==> config.mk <==
export PLATFORM = sky130hd
export DESIGN_NAME = i2c_master_register_access_sequencer_core
export DESIGN_NICKNAME = d
export VERILOG_FILES = /design/src/hdl/i2cras_pkg.sv /design/src/hdl/i2cras_ram.sv /design/src/hdl/i2cras_ctrl.sv /design/src/hdl/i2cras_out.sv /design/src/hdl/i2c_master_register_access_sequencer_core.sv
export VERILOG_INCLUDE_DIRS = /design/src /design/src/hdl
export SDC_FILE = /design/constraint.sdc
export NUM_CORES = 2
export LEC_CHECK = 0
export BUFFER_PORTS_ARGS = -buffer_cell sky130_fd_sc_hd__buf_2
export CORE_ASPECT_RATIO = 0.6
export CORE_MARGIN = 8
export CORE_UTILIZATION = 45
export DETAILED_ROUTE_END_ITERATION = 12
export PLACE_DENSITY_LB_ADDON = 0.08
export SLEW_MARGIN = 20
export SYNTH_ARGS = -nofsm -noshare
export SYNTH_HDL_FRONTEND = slang
export SYNTH_SLANG_ARGS = --single-unit
==> constraint.sdc <==
create_clock -name i_clk -period 3.5 [get_ports i_clk]
set_input_delay 0.35 -clock i_clk [delete_from_list [all_inputs] [get_ports i_clk]]
set_output_delay 0.35 -clock i_clk [all_outputs]
set_load 0.05 [all_outputs]
==> src/hdl/i2c_master_register_access_sequencer_core_macros.svh <==
// assertion helpers for the register access sequencer
`ifndef I2C_MASTER_REGISTER_ACCESS_SEQUENCER_CORE_MACROS_SVH
`define I2C_MASTER_REGISTER_ACCESS_SEQUENCER_CORE_MACROS_SVH

// same-cycle implication, checked on every rising edge out of reset
`define I2CRAS_ASSERT_IMP(lbl, ante, cons) \
    lbl: assert property (@(posedge i_clk) disable iff (!i_rst_n) (ante) |-> (cons)) \
        else $error("i2c sequencer check failed");

// next-cycle implication
`define I2CRAS_ASSERT_NXT(lbl, ante, cons) \
    lbl: assert property (@(posedge i_clk) disable iff (!i_rst_n) (ante) |=> (cons)) \
        else $error("i2c sequencer check failed");

`endif

==> src/hdl/i2cras_pkg.sv <==
`default_nettype none

package i2cras_pkg;

    // transmit store geometry
    localparam int BUF_DEPTH = 256;
    localparam int BUF_AW    = $clog2(BUF_DEPTH);

    // item kinds
    localparam logic [1:0] REQ_WRITE = 2'd0;
    localparam logic [1:0] REQ_READ  = 2'd1;
    localparam logic [1:0] REQ_EVENT = 2'd2;
    localparam logic [1:0] REQ_LOAD  = 2'd3;

    // reported mode
    localparam logic [1:0] MODE_OFF   = 2'd0;
    localparam logic [1:0] MODE_READY = 2'd1;
    localparam logic [1:0] MODE_WRITE = 2'd2;
    localparam logic [1:0] MODE_READ  = 2'd3;

    // start commands
    localparam logic [1:0] START_NONE  = 2'd0;
    localparam logic [1:0] START_SET   = 2'd1;
    localparam logic [1:0] START_CLEAR = 2'd2;

    // ack commands
    localparam logic [1:0] ACK_NONE = 2'd0;
    localparam logic [1:0] ACK_ACK  = 2'd1;
    localparam logic [1:0] ACK_NACK = 2'd2;

    // bus status codes (status masked with STATUS_MASK)
    localparam logic [7:0] STATUS_MASK   = 8'hF8;
    localparam logic [7:0] ST_BUS_ERR    = 8'h00;
    localparam logic [7:0] ST_START      = 8'h08;
    localparam logic [7:0] ST_RSTART     = 8'h10;
    localparam logic [7:0] ST_SLAW_ACK   = 8'h18;
    localparam logic [7:0] ST_DATA_ACK   = 8'h28;
    localparam logic [7:0] ST_ARB_LOST   = 8'h38;
    localparam logic [7:0] ST_SLAR_ACK   = 8'h40;
    localparam logic [7:0] ST_RXDATA_ACK = 8'h50;
    localparam logic [7:0] ST_RXDATA_NAK = 8'h58;

    typedef struct packed {
        logic [1:0] req_type;
        logic [7:0] slave_addr_w;
        logic [7:0] reg_addr;
        logic [7:0] length;
        logic [7:0] bus_status;
        logic [7:0] bus_data;
        logic [7:0] buf_index;
        logic [7:0] buf_value;
    } t_item;

    typedef struct packed {
        logic       accepted;
        logic       drive_valid;
        logic [7:0] drive_byte;
        logic [1:0] start_cmd;
        logic       stop_cmd;
        logic [1:0] ack_cmd;
        logic       rx_valid;
        logic [7:0] rx_byte;
        logic       tx_done;
        logic       rx_done;
        logic [1:0] mode;
    } t_result;

endpackage

`default_nettype wire

==> src/hdl/i2cras_ram.sv <==
`default_nettype none

// simple dual port ram, registered read
module i2cras_ram #(
    parameter int ADDR_W = 8,
    parameter int DATA_W = 8
) (
    input  wire logic              i_clk,
    input  wire logic              i_we,
    input  wire logic [ADDR_W-1:0] i_waddr,
    input  wire logic [DATA_W-1:0] i_wdata,
    input  wire logic              i_re,
    input  wire logic [ADDR_W-1:0] i_raddr,
    output logic      [DATA_W-1:0] o_rdata
);

    logic [DATA_W-1:0] r_mem [0:(1<<ADDR_W)-1];

    // write port
    always_ff @(posedge i_clk) begin
        if (i_we) begin
            r_mem[i_waddr] <= i_wdata;
        end
    end

    // read port
    always_ff @(posedge i_clk) begin
        if (i_re) begin
            o_rdata <= r_mem[i_raddr];
        end
    end

endmodule

`default_nettype wire

==> src/hdl/i2cras_ctrl.sv <==
`default_nettype none

// transfer state and per-item decision
module i2cras_ctrl import i2cras_pkg::*; (
    input  wire logic              i_clk,
    input  wire logic              i_rst_n,
    input  wire logic              i_accept,
    input  wire t_item             i_item,
    input  wire logic              i_cfg_we,
    input  wire logic              i_cfg_data,
    output t_result                o_res,
    output logic                   o_use_mem,
    output logic                   o_mem_we,
    output logic [BUF_AW-1:0]      o_mem_waddr,
    output logic [7:0]             o_mem_wdata,
    output logic [BUF_AW-1:0]      o_mem_raddr,
    output logic [1:0]             o_busy_mode
);

    logic       r_enable,      n_enable;
    logic [1:0] r_busy_mode,   n_busy_mode;
    logic [7:0] r_target_addr, n_target_addr;
    logic [7:0] r_target_reg,  n_target_reg;
    logic [7:0] r_bytes_left,  n_bytes_left;
    logic [7:0] r_tx_pos,      n_tx_pos;
    logic [7:0] w_code;

    assign w_code = i_item.bus_status & STATUS_MASK;

    // decision for one item
    always_comb begin
        n_enable      = r_enable;
        n_busy_mode   = r_busy_mode;
        n_target_addr = r_target_addr;
        n_target_reg  = r_target_reg;
        n_bytes_left  = r_bytes_left;
        n_tx_pos      = r_tx_pos;
        o_res         = '0;
        o_use_mem     = 1'b0;
        if (i_accept) begin
            unique case (i_item.req_type)
                REQ_WRITE, REQ_READ: begin
                    if (r_enable && r_busy_mode == MODE_READY) begin
                        n_busy_mode     = (i_item.req_type == REQ_WRITE) ? MODE_WRITE : MODE_READ;
                        n_target_addr   = i_item.slave_addr_w;
                        n_target_reg    = i_item.reg_addr;
                        n_bytes_left    = i_item.length;
                        n_tx_pos        = 8'd0;
                        o_res.accepted  = 1'b1;
                        o_res.start_cmd = START_SET;
                    end
                end
                REQ_EVENT: begin
                    if (r_enable) begin
                        unique case (w_code)
                            ST_BUS_ERR: begin
                                o_res.stop_cmd = 1'b1;
                            end
                            ST_START: begin
                                o_res.drive_valid = 1'b1;
                                o_res.drive_byte  = r_target_addr;
                                o_res.start_cmd   = START_CLEAR;
                            end
                            ST_RSTART: begin
                                o_res.drive_valid = 1'b1;
                                o_res.drive_byte  = r_target_addr + 8'd1;
                                o_res.start_cmd   = START_CLEAR;
                            end
                            ST_SLAW_ACK: begin
                                o_res.drive_valid = 1'b1;
                                o_res.drive_byte  = r_target_reg;
                            end
                            ST_DATA_ACK: begin
                                if (r_busy_mode == MODE_READ) begin
                                    o_res.start_cmd = START_SET;
                                end else if (r_busy_mode == MODE_WRITE) begin
                                    if (r_bytes_left == 8'd0) begin
                                        o_res.stop_cmd = 1'b1;
                                        o_res.tx_done  = 1'b1;
                                        n_busy_mode    = MODE_READY;
                                    end else begin
                                        // byte is read from the store and comes back in the next cycle
                                        o_res.drive_valid = 1'b1;
                                        o_use_mem         = 1'b1;
                                        n_tx_pos          = r_tx_pos + 8'd1;
                                        n_bytes_left      = r_bytes_left - 8'd1;
                                    end
                                end
                            end
                            ST_ARB_LOST: begin
                            end
                            ST_SLAR_ACK: begin
                                n_bytes_left  = r_bytes_left - 8'd1;
                                o_res.ack_cmd = (n_bytes_left != 8'd0) ? ACK_ACK : ACK_NACK;
                            end
                            ST_RXDATA_ACK: begin
                                o_res.rx_valid = 1'b1;
                                o_res.rx_byte  = i_item.bus_data;
                                n_bytes_left   = r_bytes_left - 8'd1;
                                o_res.ack_cmd  = (n_bytes_left != 8'd0) ? ACK_ACK : ACK_NACK;
                            end
                            ST_RXDATA_NAK: begin
                                o_res.rx_valid = 1'b1;
                                o_res.rx_byte  = i_item.bus_data;
                                o_res.stop_cmd = 1'b1;
                                o_res.rx_done  = 1'b1;
                                n_busy_mode    = MODE_READY;
                            end
                            default: begin
                                o_res.stop_cmd = 1'b1;
                                n_busy_mode    = MODE_READY;
                            end
                        endcase
                    end
                end
                REQ_LOAD: begin
                end
                default: begin
                end
            endcase
        end
        o_res.mode = r_enable ? n_busy_mode : MODE_OFF;
        // config write
        if (i_cfg_we) begin
            n_enable = i_cfg_data;
            if (i_cfg_data) begin
                n_busy_mode = MODE_READY;
            end
        end
    end

    // store access
    assign o_mem_we    = i_accept && (i_item.req_type == REQ_LOAD);
    assign o_mem_waddr = i_item.buf_index[BUF_AW-1:0];
    assign o_mem_wdata = i_item.buf_value;
    assign o_mem_raddr = r_tx_pos[BUF_AW-1:0];
    assign o_busy_mode = r_busy_mode;

    // state registers
    always_ff @(posedge i_clk) begin
        if (!i_rst_n) begin
            r_enable      <= 1'b0;
            r_busy_mode   <= MODE_READY;
            r_target_addr <= 8'd0;
            r_target_reg  <= 8'd0;
            r_bytes_left  <= 8'd0;
            r_tx_pos      <= 8'd0;
        end else begin
            r_enable      <= n_enable;
            r_busy_mode   <= n_busy_mode;
            r_target_addr <= n_target_addr;
            r_target_reg  <= n_target_reg;
            r_bytes_left  <= n_bytes_left;
            r_tx_pos      <= n_tx_pos;
        end
    end

endmodule

`default_nettype wire

==> src/hdl/i2cras_out.sv <==
`default_nettype none

// two result stages: store read stage and output register
module i2cras_out import i2cras_pkg::*; (
    input  wire logic       i_clk,
    input  wire logic       i_rst_n,
    input  wire logic       i_accept,
    input  wire t_result    i_res,
    input  wire logic       i_use_mem,
    input  wire logic [7:0] i_mem_q,
    input  wire logic       i_m_ready,
    output logic            o_s_ready,
    output logic            o_m_valid,
    output t_result         o_res
);

    logic    r_s1_v;
    t_result r_s1_res;
    logic    r_s1_use;
    logic    r_s2_v;
    t_result r_s2_res;
    logic    w_s1_move;
    t_result w_s1_fin;

    assign w_s1_move = !r_s2_v || i_m_ready;
    assign o_s_ready = !r_s1_v || w_s1_move;

    // drive byte from the store where the decision asked for it
    always_comb begin
        w_s1_fin = r_s1_res;
        if (r_s1_use) begin
            w_s1_fin.drive_byte = i_mem_q;
        end
    end

    // stage valids
    always_ff @(posedge i_clk) begin
        if (!i_rst_n) begin
            r_s1_v <= 1'b0;
            r_s2_v <= 1'b0;
        end else begin
            if (o_s_ready) begin
                r_s1_v <= i_accept;
            end
            if (w_s1_move) begin
                r_s2_v <= r_s1_v;
            end
        end
    end

    // stage payloads
    always_ff @(posedge i_clk) begin
        if (i_accept) begin
            r_s1_res <= i_res;
            r_s1_use <= i_use_mem;
        end
        if (w_s1_move && r_s1_v) begin
            r_s2_res <= w_s1_fin;
        end
    end

    assign o_m_valid = r_s2_v;
    assign o_res     = r_s2_res;

endmodule

`default_nettype wire

==> src/hdl/i2c_master_register_access_sequencer_core.sv <==
// channel   dir  handshake                 payload
// s         in   i_s_tvalid / o_s_tready   i_s_tuser req_type, i_s_tdata request fields
// m         out  o_m_tvalid / i_m_tready   o_m_tdata result fields
// cfg       in   i_cfg_valid / o_cfg_ready i_cfg_data enable
//
// one item per cycle unless m stalls; each result is registered in both result stages
// the transmit byte of a write is read from the store ram in the cycle after the decision
// synchronous active-low reset clears transfer state; the store ram has no reset
// a stall on m backs up through two result stages to o_s_tready
`default_nettype none

module i2c_master_register_access_sequencer_core import i2cras_pkg::*; (
    input  wire logic        i_clk,
    input  wire logic        i_rst_n,
    input  wire logic        i_s_tvalid,
    output logic             o_s_tready,
    // [7:0] slave_addr_w, [15:8] reg_addr, [23:16] length, [31:24] bus_status,
    // [39:32] bus_data, [47:40] buf_index, [55:48] buf_value
    input  wire logic [55:0] i_s_tdata,
    // [1:0] req_type
    input  wire logic [1:0]  i_s_tuser,
    output logic             o_m_tvalid,
    input  wire logic        i_m_tready,
    // [0] accepted, [1] drive_valid, [9:2] drive_byte, [11:10] start_cmd, [12] stop_cmd,
    // [14:13] ack_cmd, [15] rx_valid, [23:16] rx_byte, [24] tx_done, [25] rx_done,
    // [27:26] mode, [31:28] zero
    output logic [31:0]      o_m_tdata,
    input  wire logic        i_cfg_valid,
    output logic             o_cfg_ready,
    input  wire logic        i_cfg_data
);

`include "i2c_master_register_access_sequencer_core_macros.svh"

    logic              w_in_beat;
    t_item             w_item;
    t_result           w_res;
    t_result           w_out_res;
    logic              w_use_mem;
    logic              w_mem_we;
    logic [BUF_AW-1:0] w_mem_waddr;
    logic [7:0]        w_mem_wdata;
    logic [BUF_AW-1:0] w_mem_raddr;
    logic [7:0]        w_mem_q;
    logic [1:0]        w_busy_mode;
    logic              w_cfg_we;

    assign w_in_beat   = i_s_tvalid && o_s_tready;
    assign o_cfg_ready = 1'b1;
    assign w_cfg_we    = i_cfg_valid && o_cfg_ready;

    // unpack input beat
    assign w_item.req_type     = i_s_tuser;
    assign w_item.slave_addr_w = i_s_tdata[7:0];
    assign w_item.reg_addr     = i_s_tdata[15:8];
    assign w_item.length       = i_s_tdata[23:16];
    assign w_item.bus_status   = i_s_tdata[31:24];
    assign w_item.bus_data     = i_s_tdata[39:32];
    assign w_item.buf_index    = i_s_tdata[47:40];
    assign w_item.buf_value    = i_s_tdata[55:48];

    i2cras_ctrl u_ctrl (
        .i_clk       (i_clk),
        .i_rst_n     (i_rst_n),
        .i_accept    (w_in_beat),
        .i_item      (w_item),
        .i_cfg_we    (w_cfg_we),
        .i_cfg_data  (i_cfg_data),
        .o_res       (w_res),
        .o_use_mem   (w_use_mem),
        .o_mem_we    (w_mem_we),
        .o_mem_waddr (w_mem_waddr),
        .o_mem_wdata (w_mem_wdata),
        .o_mem_raddr (w_mem_raddr),
        .o_busy_mode (w_busy_mode)
    );

    i2cras_ram #(
        .ADDR_W (BUF_AW),
        .DATA_W (8)
    ) u_ram (
        .i_clk   (i_clk),
        .i_we    (w_mem_we),
        .i_waddr (w_mem_waddr),
        .i_wdata (w_mem_wdata),
        .i_re    (w_in_beat && w_use_mem),
        .i_raddr (w_mem_raddr),
        .o_rdata (w_mem_q)
    );

    i2cras_out u_out (
        .i_clk     (i_clk),
        .i_rst_n   (i_rst_n),
        .i_accept  (w_in_beat),
        .i_res     (w_res),
        .i_use_mem (w_use_mem),
        .i_mem_q   (w_mem_q),
        .i_m_ready (i_m_tready),
        .o_s_ready (o_s_tready),
        .o_m_valid (o_m_tvalid),
        .o_res     (w_out_res)
    );

    // pack output beat
    assign o_m_tdata = {4'd0,
                        w_out_res.mode,
                        w_out_res.rx_done,
                        w_out_res.tx_done,
                        w_out_res.rx_byte,
                        w_out_res.rx_valid,
                        w_out_res.ack_cmd,
                        w_out_res.stop_cmd,
                        w_out_res.start_cmd,
                        w_out_res.drive_byte,
                        w_out_res.drive_valid,
                        w_out_res.accepted};

    // checks
    `I2CRAS_ASSERT_IMP(a_tx_done_stops, o_m_tvalid && w_out_res.tx_done,
        w_out_res.stop_cmd && w_out_res.mode == MODE_READY)
    `I2CRAS_ASSERT_IMP(a_rx_done_stops, o_m_tvalid && w_out_res.rx_done,
        w_out_res.stop_cmd && w_out_res.rx_valid && w_out_res.mode == MODE_READY)
    `I2CRAS_ASSERT_IMP(a_accept_starts, o_m_tvalid && w_out_res.accepted,
        w_out_res.start_cmd == START_SET &&
        (w_out_res.mode == MODE_WRITE || w_out_res.mode == MODE_READ))
    `I2CRAS_ASSERT_NXT(a_accept_busy, w_in_beat && w_res.accepted && !w_cfg_we,
        w_busy_mode == MODE_WRITE || w_busy_mode == MODE_READ)

endmodule

`default_nettype wire

-- Word-level counts from Yosys, hierarchy flattened
Memory sizes are Yosys's and may differ from the RTL's. A register that Yosys moved wholly into a read port is not among the register bits.
Cells that the tools add are included.
- add/subtract/negate cells: 3
- eq/ne operators: 24
- mux-type cells: 52
- reductions and logical operators: 28
- operators by type and width (cell ; count):
    2-to-1 mux 8 bit ; 12
    one-hot mux 8 bit (2 select lines) ; 3
    one-hot mux 8 bit (3 select lines) ; 1
    2-to-1 mux 2 bit ; 10
    2-to-1 mux 1 bit ; 18
    adder 8 x 1 -> 8 bit, second input constant ; 2
    logical NOT 8 bit ; 2
    2-to-1 mux 16 bit ; 1
    one-hot mux 2 bit (2 select lines) ; 4
    AND reduction 8 bit ; 2
    equality test 5 x 4 -> 1 bit, second input constant ; 3
    AND reduction 3 bit ; 4
    equality test 5 x 2 -> 1 bit, second input constant ; 2
    equality test 5 x 3 -> 1 bit, second input constant ; 2
    2-to-1 mux 9 bit ; 1
    != test 3 bit, second input constant ; 3
    equality test 2 bit, second input constant ; 4
    nonzero test 8 bit ; 1
    OR reduction 2 bit ; 4
    subtractor 8 x 1 -> 8 bit, second input constant ; 1
    OR reduction 7 bit ; 1
    != test 2 x 1 -> 1 bit, second input constant ; 3
    != test 2 bit, second input constant ; 3
    OR reduction 6 bit ; 1
    other kinds (11) ; 19
- register bits after elaboration: 94
- RAM bits: 2048
- input port bits: 64
- output and inout bits: 35
- memories kept: 1
- memories (name ; words ; bits a word ; read ports ; clocked after Yosys merged registers in ; wr ports ; RTL line ; RTL):
    u_ram.r_mem ; 256 ; 8 ; 1 ; 1 ; 1 ; i2cras_ram.sv:17 ; logic [DATA_W-1:0] r_mem [0:(1<<ADDR_W)-1];

-- Depth between registers and ports, before layout
- word-level depth: 10
- depth in mapped cells: 12
- mapped depth without buffers: 8

-- Hierarchy
Synthesis repeated with hierarchy kept, for this count alone.
- cells, all modules: 4144
- area total of the unflattened synthesis: 84019.3 um^2
- modules (own cells, without submodules) (module ; times used ; cells each ; area an instance (um^2) ; seq. area each (um^2)):
    i2cras_ram ; 1 ; 3733 ; 79636.4 ; 61739.2
    i2cras_ctrl ; 1 ; 328 ; 2403.6 ; 700.7
    i2cras_out ; 1 ; 74 ; 1921.8 ; 1751.7
    i2c_master_register_access_sequencer_core ; 1 ; 9 ; 57.6 ; 0.0

-- Worst setup path before layout
Ideal clock, no wire load.
- kind: register to register
- start point: reg u_out.r_s2_v (netlist: u_out.o_m_valid)
- end point: mem u_ram.r_mem[186][0], enable pin
- arrival: 3.765 ns
- setup slack: -0.635 ns
- stages on the path, launching flop included: 8
- cells stage by stage: dfxtp_1 -> nor2b_1 -> a21oi_1 -> nand3_1 -> nor3_1 -> nand3_1 -> clkbuf_1 -> nor2_1
- longest elaborated chain between the ends: 7
- ends and longest elaborated chain (item ; RTL line ; RTL):
    start, declared ; i2cras_out.sv:20 ; logic r_s2_v;
    start signal, assigned ; i2cras_out.sv:46 ; r_s2_v <= r_s1_v;
    logical NOT 1 bit ; i2cras_out.sv:25 ; assign w_s1_move = !r_s2_v || i_m_ready;
    logical OR 1 bit ; i2cras_out.sv:25 ;
    logical OR 1 bit ; i2cras_out.sv:26 ; assign o_s_ready = !r_s1_v || w_s1_move;
    logical AND 1 bit ; i2c_master_register_access_sequencer_core.sv:48 ; assign w_in_beat = i_s_tvalid && o_s_tready;
    via u_ctrl.i_accept ; i2cras_ctrl.sv:7 ; input wire logic i_accept,
    logical AND 1 bit ; i2cras_ctrl.sv:133 ; assign o_mem_we = i_accept && (i_item.req_type == REQ_LOAD);
    2-to-1 mux 1 bit ; i2cras_ram.sv:21 ; if (i_we) begin
    2-to-1 mux 1 bit (implied by the code) ; i2cras_ram.sv:22 ; r_mem[i_waddr] <= i_wdata;
    end, declared ; i2cras_ram.sv:17 ;
The timed path passes the listed nets, and every way through them passes these cells.

==> key figures <==
Global routing
  • Maximum number of pins on one net before global-route repair: 114
  • Initial antenna violation count: 18
  • Vias in the first global route: 44,000
  • First-pass GRT wire length: 349 mm
  • Grt ovf: 0
  • Global Route Usage Sum: 24.5%

Die
  • Number of placement rows: 122
  • Starting density of the core: 45.4%
  • Core region area: 0.185 mm²
  • Die height: 351 µm
  • Ports: 99
  • Die area: 0.201 mm²
  • Width of the chip: 574 µm

Setup path
  • Kind of end point of the critical path: flip-flop
  • Slowest-stage cell, CP: mux4_2
  • Critical path's most frequent cell: buf_12
  • CP delay by family, top: multiplexers
  • Critical path type: reg2reg
  • Cells along the critical path: buf_12 -> buf_12 -> buf_12 -> mux4_2 -> mux4_2 -> o21ai_1 -> a21oi_1 -> nor4_2 -> buf_4 -> o32ai_1
  • Crit path max fanout: 12
  • Worst path bufs/invs: 4
  • FF-to-FF setup slack: 110 ps
  • Critical path arrival: 3970 ps
  • Critical path's largest stage delay: 560 ps
  • Required time at the worst-slack endpoint: 4080 ps
  • Nature of the critical path startpoint: flip-flop

Synthesis
  • Number of enable flip-flop cells after synthesis: 2,113
  • Synthesis Warnings: 0
  • Primary flip-flop cell chosen by synthesis mapping: edfxtp_1
  • Number of instances in the synthesized netlist: 4,112
  • Post-synth ARST share: 0%
  • Seq cells post-synth: 2,150
  • Sequential share of the synthesized area: 76.4%
  • Netlist area before placement: 0.0840 mm²
  • Average size of a mapped cell: 20.4 µm²
  • Number of unique standard cell types used by synthesis: 77

Timing
  • Final number of max-transition violations: 0
  • Shortest period the worst path allows: 3390 ps
  • Setup repair after global routing missed its margin: no
  • Post-Route Skew: 33.3 ps
  • Final Worst Setup Slack: 109 ps
  • Normalized max-slew margin: 18.5%
  • Least-Margin Pin Slew: 1220 ps
  • Hold Worst Slack: 70.9 ps
  • Fmax: 295 MHz
  • Share of the clock period used by the worst path: 96.9%
  • Total negative setup slack: 0 ps
  • Final hold violation count: 0
  • Total of endpoints with negative setup slack in the final report: 0

Route
  • Uppermost layer routed: met4
  • Post-route DRC: 0
  • DR iter-0 viols: 6,706
  • Final antenna-violating net count: 0
  • Routed via count divided by cell count: 6.06
  • Final routed wirelength across all metal layers: 251 mm
  • Final routed wire length divided by cell count: 33.6 µm
  • First-pass DRT Iterations: 6
  • Wire length on met2: 107 mm
  • Amount of wire on met3 after detailed routing: 23.4 mm
  • Routed via count: 45,300
  • Wire length on met1: 116 mm

Final layout
  • Number of standard cells in the layout, taps in and fillers out: 7,474
  • Commonest non-fill, non-tap cells in the layout: 2,113 x edfxtp_1, 554 x buf_4, 461 x mux4_2, 311 x nor2_1, 206 x clkbuf_16
  • Core Util, Final: 53.4%
  • Commonest non-fill, non-tap cell in the layout: edfxtp_1
  • Total Nets Final: 4,894
  • Number of flip-flops in the largest register: 2,048
  • Post-route design area: 0.0988 mm²
  • Number of fill cells in the layout: 14,500
  • Top register by number of flip-flops: u_ram.r_mem
  • Fraction of final layout cells with drive strength greater than 1: 30.7%
  • P&R area growth vs syn: 17.7%

Placement
  • Area post-placement: 0.0916 mm²
  • Setup slack after placement: -325 ps
  • Post-detailed-placement half-perimeter wirelength: 164 mm
  • Placer congestion estimate: 0.847
  • Cell Count Post-Placement: 7,048
  • Port Buffer Count: 90

Clock network
  • Clock latency on the worst-skew pair: 860 ps
  • Maximum count of clock buffers along a single path: 4
  • Inserted Clock Buffers: 201
  • Clock sink total: 2,150
  • Cell at the root of the clock tree: clkbuf_16
  • Clock tree from TritonCTS: done
  • Number of H-tree levels: 4
  • Clock-pin transition on the worst setup and hold timing paths: 70 ps

Power
  • Maximum ir drop on the vdd rail: 0.422 mV
  • Leakage power of the design: 31.2 nW
  • Total power: 51.8 mW
  • Power density over the cells: 525 mW/mm²

Min path
  • Path class of the lowest-slack min-delay path: in2reg

Outcome
  • Run status: finished, final reports clean

Flow run
  • Number of max-cap violations: 0
[cell usage after synthesis (all sizes together), types with 10 or more instances]
master / instances / area share [%]
a211oi: 16 / 0.14
a21boi: 26 / 0.23
a21oi: 74 / 0.44
a221oi: 51 / 0.55
a22o: 30 / 0.31
a22oi: 45 / 0.40
a31oi: 16 / 0.12
and2: 23 / 0.17
buf: 132 / 1.3
clkbuf: 112 / 0.50
dfxtp: 37 / 0.88
edfxtp: 2113 / 76
inv: 15 / 0.067
mux2: 29 / 0.39
mux2i: 150 / 1.8
mux4: 461 / 12
nand2: 131 / 0.59
nand2b: 11 / 0.082
nand3: 35 / 0.21
nor2: 313 / 1.4
nor2b: 24 / 0.18
nor3: 15 / 0.089
nor4: 11 / 0.082
o2111ai: 10 / 0.10
o21ai: 49 / 0.29
o221ai: 29 / 0.30
o22ai: 30 / 0.22
[power by group]
part	leakage (nW)	internal, mW	switching (mW)
logic	8.67	0.276	0.833
registers	19.3	28.3	0.0230
clock network	3.21	12.8	9.57
[cell type report]
type	instances	area, µm²	area share (%)
inverters	17	65.1	0.0659
repair buffers	752	6420	6.50
clock inverters	122	1300	1.31
multi-input cells	1704	18400	18.6
diodes	5	12.5	0.0127
well taps	2480	3100	3.14
flip-flops and latches	2150	64200	65.0
clock buffers	244	5310	5.37
[worst paths after layout]
check                              from                       to  depth (start not counted)
setup / recovery  u_ctrl.o_mem_raddr[0]         u_ram.o_rdata[5]                         10
hold / removal                  i_rst_n  u_ctrl.r_target_addr[7]                          2
setup reg to reg  u_ctrl.o_mem_raddr[0]         u_ram.o_rdata[5]                         10
hold reg to reg      u_out.r_s1_res[14]          u_out.o_res[14]                          0
[logic make-up after synthesis]
logic type | Yosys count | share of synthesized area (%)
and+or+nand+nor | 607 | 3.18
other | 2 | 0.00894
DFF | 2150 | 76.4
xor gates and xnor gates | 11 | 0.115
buffers and inverters | 261 | 1.85
AOI/OAI and AO/OA | 437 | 3.80
adders and majority gates | 4 | 0.0596
muxes | 640 | 14.5
[what timing repair did]
| item | in CTS | in global routing |
|---|---|---|
| resized for setup | 4 | 0 |
| gates cloned | 0 | 0 |
| pin swaps | 0 | 0 |
| endpoints found under the hold margin | 39 | 0 |
| endpoints found under the setup margin | 3 | 3 |
| buffers inserted | 0 | 13 |
| hold buffers | 42 | 0 |
[per-layer routing]
layer	global-route usage, %	vias up
li1	-	18500
met1	39.3	24300
met2	35.1	2250
met3	4.72	266
met4	4.29	0
met5	0	-
Power figures use the tool's default switching activity.
